**config.mk**
```make
export PLATFORM = sky130hd
export DESIGN_NAME = block_link_receiver_core
export DESIGN_NICKNAME = d
export VERILOG_FILES = /design/src/hdl/blr_pkg.sv /design/src/hdl/blr_cfg_regs.sv /design/src/hdl/blr_proto_fsm.sv /design/src/hdl/block_link_receiver_core.sv
export SDC_FILE = /design/constraint.sdc
export NUM_CORES = 1
export LEC_CHECK = 0
export BUFFER_PORTS_ARGS = -buffer_cell sky130_fd_sc_hd__buf_4
export CAP_MARGIN = 20
export CORE_MARGIN = 1
export CORE_UTILIZATION = 51
export DETAILED_ROUTE_END_ITERATION = 12
export GPL_TIMING_DRIVEN = 0
export PLACE_DENSITY = 0.85
export SLEW_MARGIN = 20
export SYNTH_ARGS = -nofsm -noshare
export SYNTH_HDL_FRONTEND = slang
export SYNTH_SLANG_ARGS = --single-unit
```
**constraint.sdc**
```tcl
create_clock -name clk_i -period 5.1 [get_ports clk_i]
set_clock_uncertainty 0.2 [all_clocks]
set_input_delay 0.51 -clock clk_i [delete_from_list [all_inputs] [get_ports clk_i]]
set_output_delay 0.51 -clock clk_i [all_outputs]
set_load 0.1 [all_outputs]
```
**src/hdl/blr_pkg.sv**
```systemverilog
// Package for the block link receiver: character codes, phase and status codes,
// configuration and result structures shared by all modules of the block.
// No dependencies.
package blr_pkg;

  localparam int unsigned MaxBuffer = 1024;
  localparam int unsigned IndexW    = $clog2(MaxBuffer);
  localparam int unsigned CountW    = IndexW + 1;

  localparam logic [CountW-1:0] MaxBufferCnt = CountW'(MaxBuffer);

  localparam logic [7:0] CharStx = 8'h02;
  localparam logic [7:0] CharEtx = 8'h03;
  localparam logic [7:0] CharDle = 8'h10;
  localparam logic [7:0] CharNak = 8'h15;
  localparam logic [7:0] CharEtb = 8'h17;

  typedef enum logic [1:0] {
    FUNC_START = 2'd0,
    FUNC_BYTE  = 2'd1,
    FUNC_TICK  = 2'd2
  } func_e;

  typedef enum logic [2:0] {
    PH_IDLE      = 3'd0,
    PH_WAIT_STX  = 3'd1,
    PH_DATA      = 3'd2,
    PH_AFTER_DLE = 3'd3,
    PH_CHECK_ETX = 3'd4,
    PH_CHECK_ETB = 3'd5
  } phase_e;

  typedef enum logic [2:0] {
    ST_OK           = 3'd0,
    ST_CHAR_TIMEOUT = 3'd1,
    ST_NOT_STX      = 3'd2,
    ST_OVERFLOW     = 3'd3,
    ST_CHECK_ERROR  = 3'd4,
    ST_NO_STX       = 3'd5
  } status_e;

  typedef enum logic [1:0] {
    REG_WAIT_TICKS = 2'd0,
    REG_CHAR_TICKS = 2'd1,
    REG_BUFFER_LEN = 2'd2
  } reg_e;

  typedef struct packed {
    logic [7:0]        wait_ticks;
    logic [15:0]       char_ticks;
    logic [CountW-1:0] buffer_len;
  } cfg_t;

  typedef struct packed {
    logic              valid;
    logic              store_valid;
    logic [9:0]        store_index;
    logic [7:0]        store_byte;
    logic              send_valid;
    logic [7:0]        send_byte;
    logic              done_res;
    logic [2:0]        status;
    logic [CountW-1:0] committed_len;
  } result_t;

endpackage

```
**src/hdl/blr_cfg_regs.sv**
```systemverilog
// Configuration register file of the block link receiver, reached through
// a simple APB-style slave port. Depends on blr_pkg.
module blr_cfg_regs import blr_pkg::*; (
  input  logic        clk_i,
  input  logic        rst_ni,
  input  logic        psel,
  input  logic        penable,
  input  logic        pwrite,
  input  logic [3:0]  paddr,
  input  logic [31:0] pwdata,
  output logic [31:0] prdata,
  output logic        pready,
  output cfg_t        cfg_o
);

  cfg_t       cfg_q;
  logic       wr_en;
  logic [1:0] reg_idx;

  assign pready  = 1'b1;
  assign reg_idx = paddr[3:2];
  assign wr_en   = psel && penable && pwrite && pready;

  always_ff @(posedge clk_i or negedge rst_ni) begin
    if (!rst_ni) begin
      cfg_q.wait_ticks <= 8'd100;
      cfg_q.char_ticks <= 16'd220;
      cfg_q.buffer_len <= MaxBufferCnt;
    end else if (wr_en) begin
      case (reg_idx)
        REG_WAIT_TICKS: cfg_q.wait_ticks <= pwdata[7:0];
        REG_CHAR_TICKS: cfg_q.char_ticks <= pwdata[15:0];
        REG_BUFFER_LEN: cfg_q.buffer_len <= pwdata[CountW-1:0];
        default: ;
      endcase
    end
  end

  always_comb begin
    case (reg_idx)
      REG_WAIT_TICKS: prdata = {24'd0, cfg_q.wait_ticks};
      REG_CHAR_TICKS: prdata = {16'd0, cfg_q.char_ticks};
      REG_BUFFER_LEN: prdata = {{(32-CountW){1'b0}}, cfg_q.buffer_len};
      default:        prdata = 32'd0;
    endcase
  end

  assign cfg_o = cfg_q;

endmodule

```
**src/hdl/blr_proto_fsm.sv**
```systemverilog
// Protocol state machine of the block link receiver: phase, block check,
// write pointer, committed count and tick counter. Depends on blr_pkg.
module blr_proto_fsm import blr_pkg::*; (
  input  logic       clk_i,
  input  logic       rst_ni,
  input  logic       step_i,
  input  logic [1:0] func_i,
  input  logic [7:0] rx_byte_i,
  input  cfg_t       cfg_i,
  output result_t    res_o
);

  phase_e            phase_q, phase_d;
  logic [7:0]        check_q, check_d;
  logic [CountW-1:0] wr_idx_q, wr_idx_d;
  logic [CountW-1:0] commit_q, commit_d;
  logic [15:0]       tick_q, tick_d;

  always_ff @(posedge clk_i or negedge rst_ni) begin
    if (!rst_ni) begin
      phase_q  <= PH_IDLE;
      check_q  <= 8'd0;
      wr_idx_q <= '0;
      commit_q <= '0;
      tick_q   <= 16'd0;
    end else if (step_i) begin
      phase_q  <= phase_d;
      check_q  <= check_d;
      wr_idx_q <= wr_idx_d;
      commit_q <= commit_d;
      tick_q   <= tick_d;
    end
  end

  always_comb begin
    logic [CountW-1:0] room;
    logic [7:0]        chk_x;
    logic [15:0]       limit;
    logic [15:0]       tick_inc;
    logic              do_store;
    logic [7:0]        store_b;

    phase_d  = phase_q;
    check_d  = check_q;
    wr_idx_d = wr_idx_q;
    commit_d = commit_q;
    tick_d   = tick_q;
    res_o    = '0;
    do_store = 1'b0;
    store_b  = rx_byte_i;

    room     = (cfg_i.buffer_len > MaxBufferCnt) ? MaxBufferCnt : cfg_i.buffer_len;
    chk_x    = check_q ^ rx_byte_i;
    limit    = (phase_q == PH_WAIT_STX) ? {8'd0, cfg_i.wait_ticks} : cfg_i.char_ticks;
    tick_inc = tick_q + 16'd1;

    case (func_i)
      FUNC_START: begin
        phase_d  = PH_WAIT_STX;
        check_d  = 8'd0;
        wr_idx_d = '0;
        commit_d = '0;
        tick_d   = 16'd0;
      end
      FUNC_BYTE: begin
        if (phase_q != PH_IDLE) begin
          tick_d = 16'd0;
        end
        case (phase_q)
          PH_WAIT_STX: begin
            res_o.valid      = 1'b1;
            res_o.send_valid = 1'b1;
            if (rx_byte_i != CharStx) begin
              res_o.send_byte = CharNak;
              res_o.done_res  = 1'b1;
              res_o.status    = ST_NOT_STX;
              phase_d         = PH_IDLE;
            end else begin
              res_o.send_byte = CharDle;
              check_d         = 8'd0;
              phase_d         = PH_DATA;
            end
          end
          PH_DATA: begin
            check_d = chk_x;
            if (rx_byte_i == CharDle) begin
              phase_d = PH_AFTER_DLE;
            end else begin
              do_store = 1'b1;
            end
          end
          PH_AFTER_DLE: begin
            check_d = chk_x;
            if (rx_byte_i == CharDle) begin
              do_store = 1'b1;
            end else if (rx_byte_i == CharEtx) begin
              phase_d = PH_CHECK_ETX;
            end else if (rx_byte_i == CharEtb) begin
              phase_d = PH_CHECK_ETB;
            end else begin
              res_o.valid      = 1'b1;
              res_o.send_valid = 1'b1;
              res_o.send_byte  = CharNak;
              res_o.done_res   = 1'b1;
              res_o.status     = ST_CHECK_ERROR;
              phase_d          = PH_IDLE;
            end
          end
          PH_CHECK_ETX, PH_CHECK_ETB: begin
            res_o.valid      = 1'b1;
            res_o.send_valid = 1'b1;
            if (rx_byte_i != check_q) begin
              res_o.send_byte = CharNak;
              res_o.done_res  = 1'b1;
              res_o.status    = ST_CHECK_ERROR;
              phase_d         = PH_IDLE;
            end else begin
              res_o.send_byte = CharDle;
              commit_d        = wr_idx_q;
              if (phase_q == PH_CHECK_ETX) begin
                res_o.done_res = 1'b1;
                res_o.status   = ST_OK;
                phase_d        = PH_IDLE;
              end else begin
                phase_d = PH_WAIT_STX;
              end
            end
          end
          default: ;
        endcase
      end
      FUNC_TICK: begin
        if (phase_q != PH_IDLE) begin
          if (tick_inc < limit) begin
            tick_d = tick_inc;
          end else begin
            tick_d         = 16'd0;
            res_o.valid    = 1'b1;
            res_o.done_res = 1'b1;
            res_o.status   = (phase_q == PH_WAIT_STX) ? ST_NO_STX : ST_CHAR_TIMEOUT;
            phase_d        = PH_IDLE;
          end
        end
      end
      default: ;
    endcase

    // A data byte, plain or from a doubled DLE, either lands in the buffer
    // or ends reception with an overflow and no reply.
    if (do_store) begin
      res_o.valid = 1'b1;
      if (wr_idx_q >= room) begin
        res_o.done_res = 1'b1;
        res_o.status   = ST_OVERFLOW;
        phase_d        = PH_IDLE;
      end else begin
        res_o.store_valid = 1'b1;
        res_o.store_index = wr_idx_q[IndexW-1:0];
        res_o.store_byte  = store_b;
        wr_idx_d          = wr_idx_q + CountW'(1);
        phase_d           = PH_DATA;
      end
    end

    res_o.committed_len = commit_d;
  end

endmodule

```
**src/hdl/block_link_receiver_core.sv**
```systemverilog
// Top level of the block link receiver: input register, protocol state
// machine, result register and configuration port. Depends on blr_pkg,
// blr_cfg_regs and blr_proto_fsm.
//
//  Channel   Direction  Carries
//  s_axis    in         tuser = func, tdata = rx_byte
//  m_axis    out        tuser = store/send/done flags, tdata = index, bytes, status, length
//  apb       in/out     wait_ticks @0x0, char_ticks @0x4, buffer_len @0x8
//
// One item per clock is taken unless a result waits on a stalled m_axis; an item
// that gives a result passes the input register, then the result register, to m_axis.
// Reset empties both registers and returns the receiver to idle.
// A stalled m_axis holds only items that give a result; items without a
// result pass the state machine even while the result register is full.
module block_link_receiver_core import blr_pkg::*; (
  input  logic        clk_i,
  input  logic        rst_ni,
  input  logic        s_axis_tvalid,
  output logic        s_axis_tready,
  input  logic [7:0]  s_axis_tdata,  // [7:0] rx_byte
  input  logic [1:0]  s_axis_tuser,  // [1:0] func
  output logic        m_axis_tvalid,
  input  logic        m_axis_tready,
  // [9:0] store_index, [17:10] store_byte, [25:18] send_byte,
  // [28:26] status, [39:29] committed_len
  output logic [39:0] m_axis_tdata,
  output logic [2:0]  m_axis_tuser,  // [0] store_valid, [1] send_valid, [2] done_res
  input  logic        psel,
  input  logic        penable,
  input  logic        pwrite,
  input  logic [3:0]  paddr,
  input  logic [31:0] pwdata,
  output logic [31:0] prdata,
  output logic        pready
);

  cfg_t        cfg;
  result_t     res;
  logic        in_valid_q;
  logic [1:0]  in_func_q;
  logic [7:0]  in_byte_q;
  logic        advance;
  logic        out_valid_q;
  result_t     out_q;

  blr_cfg_regs u_cfg (
    .clk_i   (clk_i),
    .rst_ni  (rst_ni),
    .psel    (psel),
    .penable (penable),
    .pwrite  (pwrite),
    .paddr   (paddr),
    .pwdata  (pwdata),
    .prdata  (prdata),
    .pready  (pready),
    .cfg_o   (cfg)
  );

  blr_proto_fsm u_fsm (
    .clk_i     (clk_i),
    .rst_ni    (rst_ni),
    .step_i    (advance),
    .func_i    (in_func_q),
    .rx_byte_i (in_byte_q),
    .cfg_i     (cfg),
    .res_o     (res)
  );

  assign advance       = in_valid_q && (!res.valid || !out_valid_q || m_axis_tready);
  assign s_axis_tready = !in_valid_q || advance;

  always_ff @(posedge clk_i or negedge rst_ni) begin
    if (!rst_ni) begin
      in_valid_q <= 1'b0;
    end else if (s_axis_tready) begin
      in_valid_q <= s_axis_tvalid;
    end
  end

  always_ff @(posedge clk_i) begin
    if (s_axis_tvalid && s_axis_tready) begin
      in_func_q <= s_axis_tuser;
      in_byte_q <= s_axis_tdata;
    end
  end

  always_ff @(posedge clk_i or negedge rst_ni) begin
    if (!rst_ni) begin
      out_valid_q <= 1'b0;
    end else if (advance && res.valid) begin
      out_valid_q <= 1'b1;
    end else if (m_axis_tready) begin
      out_valid_q <= 1'b0;
    end
  end

  always_ff @(posedge clk_i) begin
    if (advance && res.valid) begin
      out_q <= res;
    end
  end

  assign m_axis_tvalid = out_valid_q;
  assign m_axis_tuser  = {out_q.done_res, out_q.send_valid, out_q.store_valid};
  assign m_axis_tdata  = {out_q.committed_len, out_q.status, out_q.send_byte,
                          out_q.store_byte, out_q.store_index};

  // Items that give no result must never wait for the output side.
  a_no_result_no_stall: assert property (@(posedge clk_i) disable iff (!rst_ni)
    (in_valid_q && !res.valid) |-> advance)
    else $error("item without result stalled");

  // A stored byte always lies inside the configured buffer.
  a_store_in_room: assert property (@(posedge clk_i) disable iff (!rst_ni)
    (advance && res.store_valid) |->
      ({1'b0, res.store_index} < cfg.buffer_len))
    else $error("store outside buffer");

  // The committed length never exceeds the buffer size.
  a_commit_bound: assert property (@(posedge clk_i) disable iff (!rst_ni)
    m_axis_tvalid |-> (out_q.committed_len <= MaxBufferCnt))
    else $error("committed length beyond buffer");

endmodule
```
# Word-level counts from Yosys, hierarchy flattened
# Cells that the tools add are included.
dict set report totals {
  ff_bits 139
}
dict set report op_classes {
  addsub 2
  magnitude_cmp 3
  eq_ne 23
  muxes 58
  n_bitwise 2
  reduce_logical 28
}
# cell n
set op_table {}
lappend op_table {{case mux 16 bit (3 select lines)} 2}
lappend op_table {{two-way mux 11 bit} 6}
lappend op_table {{two-way mux 16 bit} 4}
lappend op_table {{two-way mux 13 bit} 3}
lappend op_table {{case mux 13 bit (3 select lines)} 1}
lappend op_table {{case mux 8 bit (2 select lines)} 2}
lappend op_table {{two-way mux 3 bit} 10}
lappend op_table {{two-way mux 4 bit} 6}
lappend op_table {{case mux 11 bit (2 select lines)} 1}
lappend op_table {{two-way mux 20 bit} 1}
lappend op_table {{two-way mux 19 bit} 1}
lappend op_table {{adder 16 x 1 -> 16 bit (second input constant)} 1}
lappend op_table {{== test 8 x 5 -> 1 bit (second input constant)} 2}
lappend op_table {{less-than comparator 16 bit} 1}
lappend op_table {{case mux 3 bit (4 select lines)} 1}
lappend op_table {{adder 11 x 1 -> 11 bit (second input constant)} 1}
lappend op_table {{>= comparator 11 bit} 1}
lappend op_table {{> comparator 11 bit (second input constant)} 1}
lappend op_table {{two-way mux 1 bit} 11}
lappend op_table {{case mux 3 bit (3 select lines)} 1}
lappend op_table {{== test 8 x 2 -> 1 bit (second input constant)} 1}
lappend op_table {{two-way mux 8 bit} 1}
lappend op_table {{!= test 8 x 2 -> 1 bit (second input constant)} 1}
lappend op_table {{!= test 8 bit} 1}
lappend op_table {{other kinds (30)} 55}

# Logic depth before layout (Yosys ltp)
# Gate-level depths: netlist of run 1.
dict set report depth {
  ltp_word 13
  mapped_depth 17
}

# Hierarchy
# Synthesis of run 1 repeated with hierarchy kept, for this count alone.
dict set report hier_totals {
  cells_unflattened 732
  area_unflattened_um2 7851.3
}
# module n_inst cells_each area_each_um2
set modules_own_cells {}
lappend modules_own_cells {blr_proto_fsm 1 537 4390.5}
lappend modules_own_cells {blr_cfg_regs 1 132 1762.9}
lappend modules_own_cells {block_link_receiver_core 1 63 1697.9}

# Worst setup path before layout of run 1
# No wires, ideal clock.
dict set report synth_path {
  path_kind {reg-to-reg}
  from {register u_fsm.tick_q[0]}
  to {register in_byte_q[0], enable pin}
  setup_time_ns 0.344
  t_arrival_ns 4.641
  t_required_ns 4.556
  path_slack_ns -0.085
  stages_incl_launch_ff 15
  n_path_buf 1
  period_less_slack_ns 5.185
  path_cell_list {dfrtp_1 -> ha_1 -> nand3_1 -> nor2_1 -> and3_1 -> clkbuf_1 -> nand3_1 -> xnor2_1 -> ha_1 -> o21ai_0 -> a21oi_1 -> a221oi_2 -> a21oi_1 -> o211ai_1 -> and2_1}
}
dict set report synth_via {
  elab_chain_cells 12
}
# element line_no
set synth_rtl {}
lappend synth_rtl {{start, declared} blr_proto_fsm.sv:17} ;# logic [15:0] tick_q, tick_d;
lappend synth_rtl {{start signal, assigned} blr_proto_fsm.sv:31} ;# tick_q <= tick_d;
lappend synth_rtl {{adder 16 x 1 -> 16 bit} blr_proto_fsm.sv:55} ;# tick_inc = tick_q + 16'd1;
lappend synth_rtl {{less-than comparator 16 bit} blr_proto_fsm.sv:134} ;# if (tick_inc < limit) begin
lappend synth_rtl {{two-way mux 1 bit} blr_proto_fsm.sv:134}
lappend synth_rtl {{two-way mux 1 bit} blr_proto_fsm.sv:133} ;# if (phase_q != PH_IDLE) begin
lappend synth_rtl {{case mux 1 bit (2 select lines)} blr_proto_fsm.sv:57} ;# case (func_i)
lappend synth_rtl {{two-way mux 20 bit} blr_proto_fsm.sv:150} ;# if (do_store) begin
lappend synth_rtl {{zero test 1 bit} block_link_receiver_core.sv:69} ;# assign advance = in_valid_q && (!res.valid || !out_valid_q || m_axis_tready);
lappend synth_rtl {{logical OR 1 bit (2 in a row)} block_link_receiver_core.sv:69}
lappend synth_rtl {{logical AND 1 bit} block_link_receiver_core.sv:69}
lappend synth_rtl {{logical OR 1 bit} block_link_receiver_core.sv:70} ;# assign s_axis_tready = !in_valid_q || advance;
lappend synth_rtl {{net s_axis_tready} block_link_receiver_core.sv:19} ;# output logic s_axis_tready,
lappend synth_rtl {{logical AND 1 bit} block_link_receiver_core.sv:81} ;# if (s_axis_tvalid && s_axis_tready) begin
lappend synth_rtl {{end signal, assigned} block_link_receiver_core.sv:83} ;# in_byte_q <= s_axis_tdata;
lappend synth_rtl {{end, declared} block_link_receiver_core.sv:41} ;# logic [7:0] in_byte_q;
# The timed path passes the listed nets, and every way through them passes these cells.
# A chain may end at the register's enable or synchronous reset.

# Worst setup path in the final report of run 1
dict set report layout_path {
  from {register u_fsm.tick_q[0]}
  to {output port s_axis_tready}
}
dict set report layout_via {
  elab_chain_cells 11
}
# element line_no
set layout_rtl {}
lappend layout_rtl {{adder 16 x 1 -> 16 bit} blr_proto_fsm.sv:55}
lappend layout_rtl {{less-than comparator 16 bit} blr_proto_fsm.sv:134}
lappend layout_rtl {{two-way mux 1 bit} blr_proto_fsm.sv:134}
lappend layout_rtl {{two-way mux 1 bit} blr_proto_fsm.sv:133}
lappend layout_rtl {{case mux 1 bit (2 select lines)} blr_proto_fsm.sv:57}
lappend layout_rtl {{two-way mux 20 bit} blr_proto_fsm.sv:150}
lappend layout_rtl {{zero test 1 bit} block_link_receiver_core.sv:69}
lappend layout_rtl {{logical OR 1 bit (2 in a row)} block_link_receiver_core.sv:69}
lappend layout_rtl {{logical AND 1 bit} block_link_receiver_core.sv:69}
lappend layout_rtl {{logical OR 1 bit} block_link_receiver_core.sv:70}
lappend layout_rtl {{end, declared} block_link_receiver_core.sv:19}
# No other way between the ends.

==> qor.csv, run 1 <==
stage,metric,value,unit
die,io_pins,131,
die,chipWidth,124,um
synthesis,ys_seq_area_share,46.6,%
setup_path,cp_cell_sequence,"ha_1, nand3_1, nor2_1, and3_1, clkbuf_2, nand3_1, xnor2_1, ha_1, o21ai_0, a21oi_1, a221oi_4, a21oi_1, o211ai_1, buf_4",
cts,cts_root_buf,clkbuf_16,
job,maxCapViolCount,0,
setup_path,critPathSlowestCell,dfrtp_1,
synthesis,synth_edf_count,46,
setup_path,critPathLaunch,u_fsm.tick_q[0],
placed_design,dp.cells,1005,
drt,dr_total_vias,6113,
drt,first_pass_iters,5,
power,leakage,4.16,nW
cts,post-cts-setup-buffer-count,0,
drt,drt-initial-drc-count,497,
cts,cts_tree,yes,
die,rows,44,
finish,drive_gt1_share,26.6,%
drt,postRouteAntennaNets,0,
synthesis,yosys.area.top_type,dfrtp_1,
finish,antenna_cells,0,
sta,tightest_slew,850,ps
placed_design,dpl.hpwl,12800,um
finish,post-route-util,63.6,%
setup_path,arrival,4140,ps
sta,holdWs,-88.7,ps
sta,slew_violations,0,
placed_design,place_congestion,0.879,
setup_path,critPathLaunchType,register,
global_route,grt_overflow,0,
die,start_util,52.4,%
power,powerDensity,369,nW/um2
setup_path,r2r_cells,16,
setup_path,worst_path_largest_cell_delay,460,ps
finish,stdcell_count,1037,
global_route,antenna_found_initial,0,
die,die_y,124,um
setup_path,worstSetupEndpoint,s_axis_tready,
hold_path,hold_class,input port to asynchronous set/reset pin,
sta,fin_crit,4850,ps
synthesis,synth_area_leaders,"dfrtp_1 25%, edfxtp_1 18%, ha_1 5.8%, mux2_2 5.6%, a22o_1 3.8%",
die,core_area,14500,um2
setup_path,r2r_start,u_fsm.tick_q[0],
finish,n_fill_cell,1148,
power,max-vdd-ir-drop,0.238,mV
finish,nNetsFinal,928,
synthesis,synth_cell_types,66,
sta,period_share,95.2,%
drt,drc_errors,0,
sta,finalHoldViolCount,46,
cts,htreeDepth,4,
sta,relSlewSlack,43.1,%
finish,area_growth,21.5,%
cts,clock_latency,430,ps
setup_path,crit_type,register to output pin,
cts,cts_buffers,17,
cts,clockBufferDepth,2,
drt,drt-total-wl,18000,um
synthesis,yosys.area.top_type_share,25.3,%
setup_path,required,4390,ps
setup_path,cp-end-kind,output pin,
status,run_status,"finished, violations left",
global_route,grt_pass1_vias,5809,
synthesis,ys.flop_type,dfrtp_1,
setup_path,path_max_fanout,6,
setup_path,reg2reg_setup_slack,410,ps
placed_design,io_buffers,90,
synthesis,async_flop_share,65.2,%
sta,grt_setup_unrepaired,no,
status,violations,hold timing,
synthesis,yosys_register_bits,132,
cts,clkTransAtPathRegs,60,ps
power,finalPower,0.00341,W
synthesis,postSynthCellCount,710,
global_route,grt_max_degree,87,
global_route,grtUsageTotal,24.5,%
setup_path,r2r_end,u_fsm.commit_q[1],
cts,clock_sinks,132,
drt,viasPerCell,5.89,
die,dieArea,15400,um2
global_route,grt_pass1_wl,28900,um
drt,wl_per_cell,17.4,um
synthesis,synth_area_per_cell,10.7,um2
sta,setup_viol,0,
synthesis,synth_area,7610,um2
synthesis,yosys_warnings,0,
sta,max_freq,206,MHz
==> per-stage QoR <==
step | hold WS, ps | area, um2 | setup WS [ps] | setup TNS, ps
after floorplan | 14.4 | 7690 | 18.5 | 0
after global placement | 291 | 8600 | -709 | -25460
after detailed placement | 303 | 8620 | 439 | 0
after CTS | 47.2 | 9220 | 203 | 0
after global routing | 13.9 | 9250 | 17.4 | 0
final | -88.7 | 9250 | 247 | 0
==> final cells by class <==
cell class | count | area, um2 | area share (%)
Buffer | 63 | 353 | 3.81
Clock buffer | 19 | 443 | 4.79
Clock inverter | 13 | 156 | 1.69
Inverter | 28 | 105 | 1.14
Multi-Input combinational cell | 507 | 3720 | 40.2
Sequential cell | 132 | 3540 | 38.3
Tap cell | 184 | 230 | 2.49
Timing Repair Buffer | 91 | 699 | 7.56
==> kinds of logic after synthesis <==
kind of cell / Yosys count / share of synthesized area (%)
AO/OA/AOI/OAI: 159 / 15.8
adder cells (fa/ha/maj): 35 / 5.75
multiplexers: 60 / 8.53
buffers and inverters: 91 / 6.00
flip-flops: 132 / 46.6
other: 2 / 0.0987
AND/OR/NAND/NOR: 208 / 14.6
XOR/XNOR: 23 / 2.65
==> registers in the layout, summed over array words and instances, names as in the netlist <==
name	cells
m_axis_tdata	34
u_fsm.tick_q	16
u_fsm.check_q	8
m_axis_tuser	2
u_fsm.commit_q	11
u_fsm.wr_idx_q	11
in_func_q	2
u_cfg.cfg_o	35
in_valid_q	1
m_axis_tvalid	1
in_byte_q	8
u_fsm.phase_q	3
==> layout by cell type, fill, tap and decap left out, types with 17 or more instances in the layout <==
master,n
buf_4,117
and2_1,24
clkbuf_1,22
o21ai_0,28
nand2_1,67
ha_1,35
edfxtp_1,46
inv_1,28
mux2_2,38
a22o_1,33
a21oi_1,22
nand3_1,30
conb_1,22
nor2_1,23
clkbuf_16,17
mux2i_1,21
dfrtp_1,77
==> how the worst min path moves through the flow <==
stage	to	slack [ps]	depth (start not counted)
detailed placement	u_fsm.check_q[6]	300	1
CTS	in_byte_q[1]	50	1
finish	u_cfg.cfg_o[6]	-90	1
global route	u_cfg.cfg_o[34]	10	1
global placement	u_fsm.check_q[6]	290	1
floorplan	in_valid_q	10	0
==> synth_stat cells (3+ instances only) <==
cell	count
buf_1	5
o41ai_1	8
a21o_1	4
ha_1	35
nand2b_1	8
nor3b_1	4
buf_4	28
nor4_1	3
o2111ai_1	5
o31a_1	3
nor2b_1	6
nand2_1	67
mux2_2	38
clkbuf_1	22
o21ai_0	28
dfrtp_1	77
nor2_1	25
a32o_1	5
nand3_1	30
o31ai_1	14
and2_1	25
xnor2_1	9
o2bb2ai_1	4
o22ai_1	6
dfstp_2	9
nor3_1	4
a22o_1	33
inv_1	28
mux2i_1	21
a21oi_1	22
xor2_1	14
and3_1	16
o211ai_1	5
edfxtp_1	46
buf_2	8
nand4_1	6
==> report_power, final <==
part           switching, W  internal [W]
Combinational      0.000615      0.000280
Sequential        0.0000732       0.00120
Clock              0.000468      0.000778
Total               0.00116       0.00226
==> per-layer routing <==
layer / routed length [um] / GRT usage (%) / part of all wire, %
met4: 396 / 10.3 / 2.2
met2: 8600 / 39.4 / 48
met1: 7850 / 31.9 / 44
met5: 0 / 0 / 0
met3: 1160 / 5.17 / 6.4
==> timing repair <==
action                                  CTS  global route
endpoints found under the setup margin    0             1
resized for setup                         0             2
endpoints found under the hold margin     0             0
hold buffers                              0             0
==> worst max-delay path, delay by kind of cell, from the launching register on <==
kind | cells | cell delay [ps]
buffers and inverters | 2 | 540
and+or+nand+nor | 4 | 690
AOI/OAI and AO/OA | 5 | 1170
adders and majority gates | 2 | 580
DFF | 1 | 460
xor gates and xnor gates | 1 | 270
No activity file was read; power rests on OpenSTA's default activity.
==> run 2, diff against run 1 <==
ABC_CLOCK_PERIOD_IN_PS = 5700   (was default)
CORE_UTILIZATION = 61   (was 51)
CTS_CLUSTER_DIAMETER = 100   (was default)
PLACE_DENSITY = 0.95   (was 0.85)
clock period = 5.7 ns   (was 5.1 ns; I/O delays follow)
==> run 2 against run 1 <==
  * Critical endpoint unchanged
  * Via count is 0.31% higher
  * Worst setup slack better by 71 ps
  * Wire length is 1.0% lower
  * Combinational power is 11% lower
  * Final area is 1.3% lower
  * Worst hold slack better by 94 ps
  * The flow now finishes without violations
  * Final cell count is 1.5% lower
  * Sequential power is 10% lower
  * Sequential share of layout area is 0.50 points higher
==> qor.csv, run 2 (same netlist as run 1, synthesis figures left out) <==
stage,metric,value,unit,change
status,run_status,finished clean,,
global_route,grt_pass1_vias,5888,,+1.4%
sta,setup_tns,0,ps,unchanged
die,start_util,63.1,%,+11 points
sta,relSlewSlack,46.1,%,+3.0 points
cts,hold_buffers,0,,unchanged
power,swShare,35.4,%,+1.5 points
finish,area_growth,20.0,%,
setup_path,r2r_end,u_fsm.check_q[5],,
drt,wl_per_cell,17.4,um,+0.52%
power,p_seq_share,39.4,%,+2.1 points
sta,slew_violations,0,,unchanged
global_route,grt_max_degree,87,,unchanged
setup_path,cp-end-kind,output pin,,
finish,largest_reg_flops,35,,unchanged
drt,first_pass_iters,5,,unchanged
power,p_sw,0.00103,W,-11%
power,p_int,0.00187,W,-17%
setup_path,critPathLaunchType,register,,
drt,drt-total-wl,17800,um,-1.0%
die,core_area,12100,um2,-17%
setup_path,r2r_start,u_fsm.tick_q[0],,
power,max-vdd-ir-drop,0.302,mV,+27%
setup_path,reg2reg_setup_slack,550,ps,+140 ps
sta,tightest_slew,805,ps,-44.9 ps
cts,clockBufferDepth,2,,unchanged
drt,viasPerCell,6.01,,+1.9%
power,pwr-share-comb,27.5,%,+1.3 points
die,chipWidth,114,um,-8.4%
drt,drt-initial-drc-count,616,,+24%
finish,antenna_cells,0,,unchanged
finish,nNetsFinal,928,,unchanged
setup_path,r2r_cells,15,,-1
placed_design,dpl.hpwl,12400,um,-3.1%
sta,max_freq,186,MHz,
job,maxCapViolCount,0,,unchanged
drt,postRouteAntennaNets,0,,unchanged
finish,layout_commonest_cell,buf_4,,
global_route,grt_pass1_wl,29100,um,+0.72%
drt,dr_total_vias,6132,,+0.31%
cts,htreeDepth,4,,unchanged
setup_path,crit_type,register to output pin,,
power,leakage,4.10,nW,-1.4%
setup_path,path_max_fanout,6,,unchanged
cts,ctsResizeCount,0,,unchanged
cts,clkTransAtPathRegs,60,ps,about the same
power,clockPowerShare,33.1,%,-3.4 points
sta,period_share,94.4,%,
setup_path,arrival,4610,ps,+470 ps
setup_path,required,4930,ps,+540 ps
sta,setup_viol,0,,unchanged
power,powerDensity,317,nW/um2,-14%
drt,drc_errors,0,,unchanged
global_route,grt_overflow,0,,unchanged
finish,layout_common_cells,"117 x buf_4, 77 x dfrtp_1, 67 x nand2_1",,
sta,fin_crit,5380,ps,
global_route,antenna_found_initial,0,,unchanged
cts,cts_tree,yes,,
placed_design,place_congestion,0.894,,+1.8%
cts,cts_root_buf,clkbuf_16,,
die,rows,40,,-9.1%
sta,grt_setup_unrepaired,no,,
cts,clock_latency,430,ps,about the same
die,io_pins,131,,unchanged
die,dieArea,12900,um2,-16%
finish,drive_gt1_share,26.1,%,-0.47 points
cts,post-cts-setup-buffer-count,0,,unchanged
cts,clock_sinks,132,,unchanged
hold_path,hold_class,input port to asynchronous set/reset pin,,
power,finalPower,0.00290,W,-15%
placed_design,io_buffers,90,,unchanged
global_route,grtUsageTotal,29.0,%,+4.6 points
die,die_y,114,um,-8.4%
cts,cts_buffers,17,,unchanged
sta,finalHoldViolCount,0,,-100%
## run 2: cell types whose count changed in the layout (fill, tap and decap cells not counted), moves of 2 or more
cell	change
bufinv_16	-3
clkinvlp_4	+4
clkbuf_1	+2
inv_6	-2
## run 2: layout make-up
class / instances / area, um2
plain buffers: 63 / 352
clock buffers: 19 / 433
clock inverters: 13 / 88.8
fillers: 753 / 2930
inverters: 28 / 105
multi-input cells: 507 / 3700
flip-flops and latches: 132 / 3540
well taps: 168 / 210
repair buffers: 91 / 699
## run 2: worst max path at each step
stage	startpoint	to	slack, ps
after floorplan	u_fsm.tick_q[0]	in_byte_q[0]	510
after global placement	u_fsm.tick_q[0]	m_axis_tdata[4]	-150
after detailed placement	u_fsm.tick_q[0]	u_fsm.check_q[6]	870
after CTS	u_fsm.tick_q[0]	s_axis_tready	460
after global routing	u_fsm.tick_q[0]	s_axis_tready	60
final	u_fsm.tick_q[0]	s_axis_tready	320
## run 2: per-layer routing
layer  routed length, um  up-vias  track usage, %
met4                 377        0            11.2
li1                    -     2835               -
met1                7330     2933            37.0
met5                   0        -               0
met2                8800      320            48.4
met3                1300       44            6.54
## run 2: critical path: stages (launching register included)
cell,delay [ps]
dfrtp_1,450
ha_1,290
nand3_1,210
nor2_1,260
and3_1,190
clkbuf_1,270
nand3_1,140
xnor2_1,280
ha_1,300
o21ai_0,210
a21oi_1,120
a221oi_2,530
a21oi_1,180
o211ai_1,390
buf_4,370
## run 2: through the flow
stage               hold WS [ps]  instances  cell area (um2)  utilization, %  setup WS (ps)
finish                      5.51       1021             9130            75.7            318
global route                74.8       1021             9130            75.7           57.8
CTS                          109       1021             9130            75.7            462
detailed placement           305        989             8600            71.3            873
global placement             295        988             8570            71.1           -155
floorplan                   74.4        730             7680               -            515
## run 2: power groups by stage
stage                     Sequential, W  Clock [W]  Combinational, W
after floorplan                 0.00119          0          0.000557
after global placement          0.00115          0          0.000759
after detailed placement        0.00115          0          0.000781
after CTS                       0.00114   0.000963          0.000790
after global routing            0.00115    0.00102          0.000847
final                           0.00114   0.000959          0.000796
==> run 3, diff against run 2 <==
ABC_CLOCK_PERIOD_IN_PS = 5200   (was 5700)
CORE_UTILIZATION = 57   (was 61)
PLACE_DENSITY = 0.9   (was 0.95)
SYNTH_HIERARCHICAL = 1   (was default)
clock period = 5.2 ns   (was 5.7 ns; I/O delays follow)
==> run 3 against run 2 <==
  * The flow now finishes with violations (hold timing)
  * Combinational power is 17% higher
  * Register-to-register slack got worse by 260 ps
  * Non-clock buffer count increased by 2
  * First-iteration DRC count decreased by 29%
  * Core utilization decreased by 3.9 points
  * Final area rose by 5.0%
  * Sequential cell count grew 7
  * Clock-buffer cell count decreased by 1
  * Wire length shrank 2.4%
==> qor.csv, run 3 <==
stage,metric,value,unit,change
status,run_status,"finished, violations left",,
status,violations,hold timing,,
setup_path,arrival,4220,ps,-390 ps
drt,first_pass_iters,5,,unchanged
sta,relSlewSlack,27.4,%,-19 points
die,die_y,119,um,+5.0%
sta,slew_violations,0,,unchanged
global_route,grt_overflow,0,,unchanged
power,leakage,4.33,nW,+5.5%
cts,hold_buffers,0,,unchanged
setup_path,crit_type,register to output pin,,
power,max-vdd-ir-drop,0.214,mV,-29%
synthesis,synth_common_cells,"79 x nand2_1, 77 x dfrtp_1, 58 x o21ai_0",,
cts,htreeDepth,4,,unchanged
synthesis,synth.most_common_cell,nand2_1,,
setup_path,crit_family,simple AND/OR/NAND/NOR gates,,
synthesis,synth_area_leaders,"dfrtp_1 25%, edfxtp_1 20%, ha_1 5.4%, mux2_2 4.2%, mux2i_1 3.8%",,
drt,wl_met2,8580,um,-2.5%
finish,layout_commonest_cell,buf_4,,
die,chipWidth,119,um,+5.0%
synthesis,ys.flop_type,dfrtp_1,,
placed_design,place_congestion,0.935,,+4.5%
setup_path,cp-end-kind,output pin,,
drt,drt-initial-drc-count,438,,-29%
synthesis,yosys_warnings,6,,+6
setup_path,worst_path_largest_cell_delay,470,ps,-60 ps
sta,setup_viol,0,,unchanged
setup_path,critPathLaunchType,register,,
drt,wl_met3,1040,um,-20%
setup_path,critPathSlowestCell,or3_1,,
sta,fin_crit,4940,ps,
cts,cts_buffers,17,,unchanged
global_route,grtUsageTotal,25.5,%,-3.5 points
synthesis,synth_area_per_cell,10.7,um2,about the same
drt,top_layer,met4,,
power,powerDensity,369,nW/um2,+16%
setup_path,r2r_cells,17,,+2
finish,nNetsFinal,955,,+2.9%
setup_path,cp.buffers_inverters,3,,+1
drt,dr_total_vias,6078,,-0.88%
cts,cts_tree,yes,,
die,start_util,58.8,%,-4.3 points
sta,setup_tns,0,ps,unchanged
synthesis,yosys_register_bits,139,,+5.3%
sta,period_share,95.0,%,
setup_path,reg2reg_setup_slack,290,ps,-260 ps
cts,cts_root_buf,clkbuf_16,,
sta,finalHoldViolCount,29,,+29
drt,wl_met1,7330,um,about the same
finish,drive_gt1_share,28.4,%,+2.2 points
drt,drc_errors,0,,unchanged
placed_design,io_buffers,95,,+5.6%
cts,clock_sinks,139,,+5.3%
finish,antenna_cells,0,,unchanged
cts,clkTransAtPathRegs,60,ps,about the same
synthesis,yosys.area.top_type_share,24.5,%,-0.78 points
placed_design,dp_slack,-618,ps,-1490 ps
synthesis,yosys.area.top_type,dfrtp_1,,
die,rows,42,,+5.0%
global_route,grt_max_degree,87,,unchanged
finish,area_growth,22.1,%,
sta,tightest_slew,1070,ps,+266 ps
sta,max_freq,202,MHz,
global_route,grt_pass1_wl,28200,um,-3.2%
global_route,grt_pass1_vias,5767,,-2.1%
synthesis,async_flop_share,61.9,%,-3.3 points
sta,holdWs,-68.4,ps,-73.9 ps
drt,postRouteAntennaNets,0,,unchanged
placed_design,dpl.hpwl,11800,um,-5.1%
cts,clock_latency,420,ps,about the same
drt,drt-total-wl,17400,um,-2.4%
setup_path,path_max_fanout,10,,+4
synthesis,synth_area,7850,um2,+3.2%
die,core_area,13300,um2,+11%
die,dieArea,14200,um2,+10%
setup_path,cp_cell_sequence,"buf_4, nor3b_4, buf_2, mux2i_1, ha_1, a21oi_1, nor2b_1, a2111oi_4, o21ai_2, and4_4, or3_1, nand4b_2, buf_4",,
setup_path,path_common_cell,buf_4,,
synthesis,postSynthCellCount,732,,+3.1%
cts,clockBufferDepth,2,,unchanged
synthesis,synth_edf_count,53,,+15%
finish,layout_common_cells,"124 x buf_4, 79 x nand2_1, 76 x dfrtp_1",,
setup_path,path_depth,13,,-1
finish,largest_reg_flops,40,,+14%
sta,fin_ws,258,ps,-59.9 ps
synthesis,synth_cell_types,69,,+4.5%
hold_path,hold_class,input port to asynchronous set/reset pin,,
die,io_pins,131,,unchanged
global_route,antenna_found_initial,0,,unchanged
job,maxCapViolCount,0,,unchanged
drt,wl_per_cell,16.5,um,-5.7%
synthesis,ys_seq_area_share,47.8,%,+1.2 points
drt,viasPerCell,5.75,,-4.3%
setup_path,required,4480,ps,-450 ps
==> run 3: worst register-to-register path: cells and delay by family (launching register included) <==
| kind | cells | cell delay (ps) |
|---|---|---|
| and+or+nand+nor | 4 | 1050 |
| AOI/OAI and AO/OA | 8 | 1710 |
| adders and majority gates | 1 | 310 |
| buffers and inverters | 3 | 780 |
| muxes | 1 | 360 |
| DFF | 1 | 380 |
==> run 3: through the flow <==
step,std cells,instance area (um2),hold slack [ps],util (%),total power [W]
after floorplan,751,7930,24.4,-,0.00204
after global placement,1022,8860,305,66.4,0.00222
after detailed placement,1023,8880,322,66.6,0.00226
after CTS,1055,9520,57.7,71.3,0.00352
after global routing,1057,9580,34.5,71.8,0.00368
final,1057,9580,-68.4,71.8,0.00353
==> run 3: area by class of cell <==
| class | count | area, um2 |
|---|---|---|
| buffer | 57 | 355 |
| clock buffer | 18 | 439 |
| clock inverter | 14 | 184 |
| fill | 965 | 3760 |
| inverter | 21 | 78.8 |
| multi-input combinational | 533 | 3790 |
| sequential | 139 | 3760 |
| tap | 176 | 220 |
| timing repair buffer | 99 | 759 |
==> run 3: kinds of logic (layout without fill, tap and decap cells) <==
| family | Yosys count | count (layout) | share of synthesized area, % |
|---|---|---|---|
| buffers and inverters | 79 | 209 | 5.53 |
| adders and majority gates | 34 | 34 | 5.42 |
| and+or+nand+nor | 229 | 229 | 15.5 |
| AOI/OAI and AO/OA | 156 | 156 | 13.1 |
| xor gates and xnor gates | 22 | 22 | 2.45 |
| DFF | 139 | 139 | 47.8 |
| muxes | 70 | 70 | 10.1 |
| other | 3 | 22 | 0.143 |
==> run 3: timing repair <==
item	CTS	global route
setup buffers	0	3
setup endpoints to repair	50	47
pin swaps	0	3
resized for setup	4	9
==> run 3: path summary, 6_finish.rpt <==
path                                    from                 to
max in group asynchronous             rst_ni    u_fsm/tick_q[0]
min in group clk_i           s_axis_tdata[4]       in_byte_q[4]
setup / recovery            u_fsm/phase_q[2]      s_axis_tready
hold reg to reg            u_fsm/commit_q[5]  u_fsm/commit_q[5]
hold / removal                        rst_ni     u_cfg/cfg_o[9]
setup reg to reg            u_fsm/phase_q[2]   u_fsm/check_q[0]
==> run 3: where the power goes <==
group	switching (W)	leakage [nW]	internal [W]	total, W
Clock	0.000485	0.292	0.000777	0.00126
Combinational	0.000617	2.42	0.000317	0.000934
Sequential	0.0000877	1.62	0.00125	0.00134
==> run 3: metal layers <==
metal	vias up	GRT usage, %
met5	-	0
met4	0	11.7
met3	31	5.32
met2	240	42.1
met1	2933	32.2
li1	2874	-
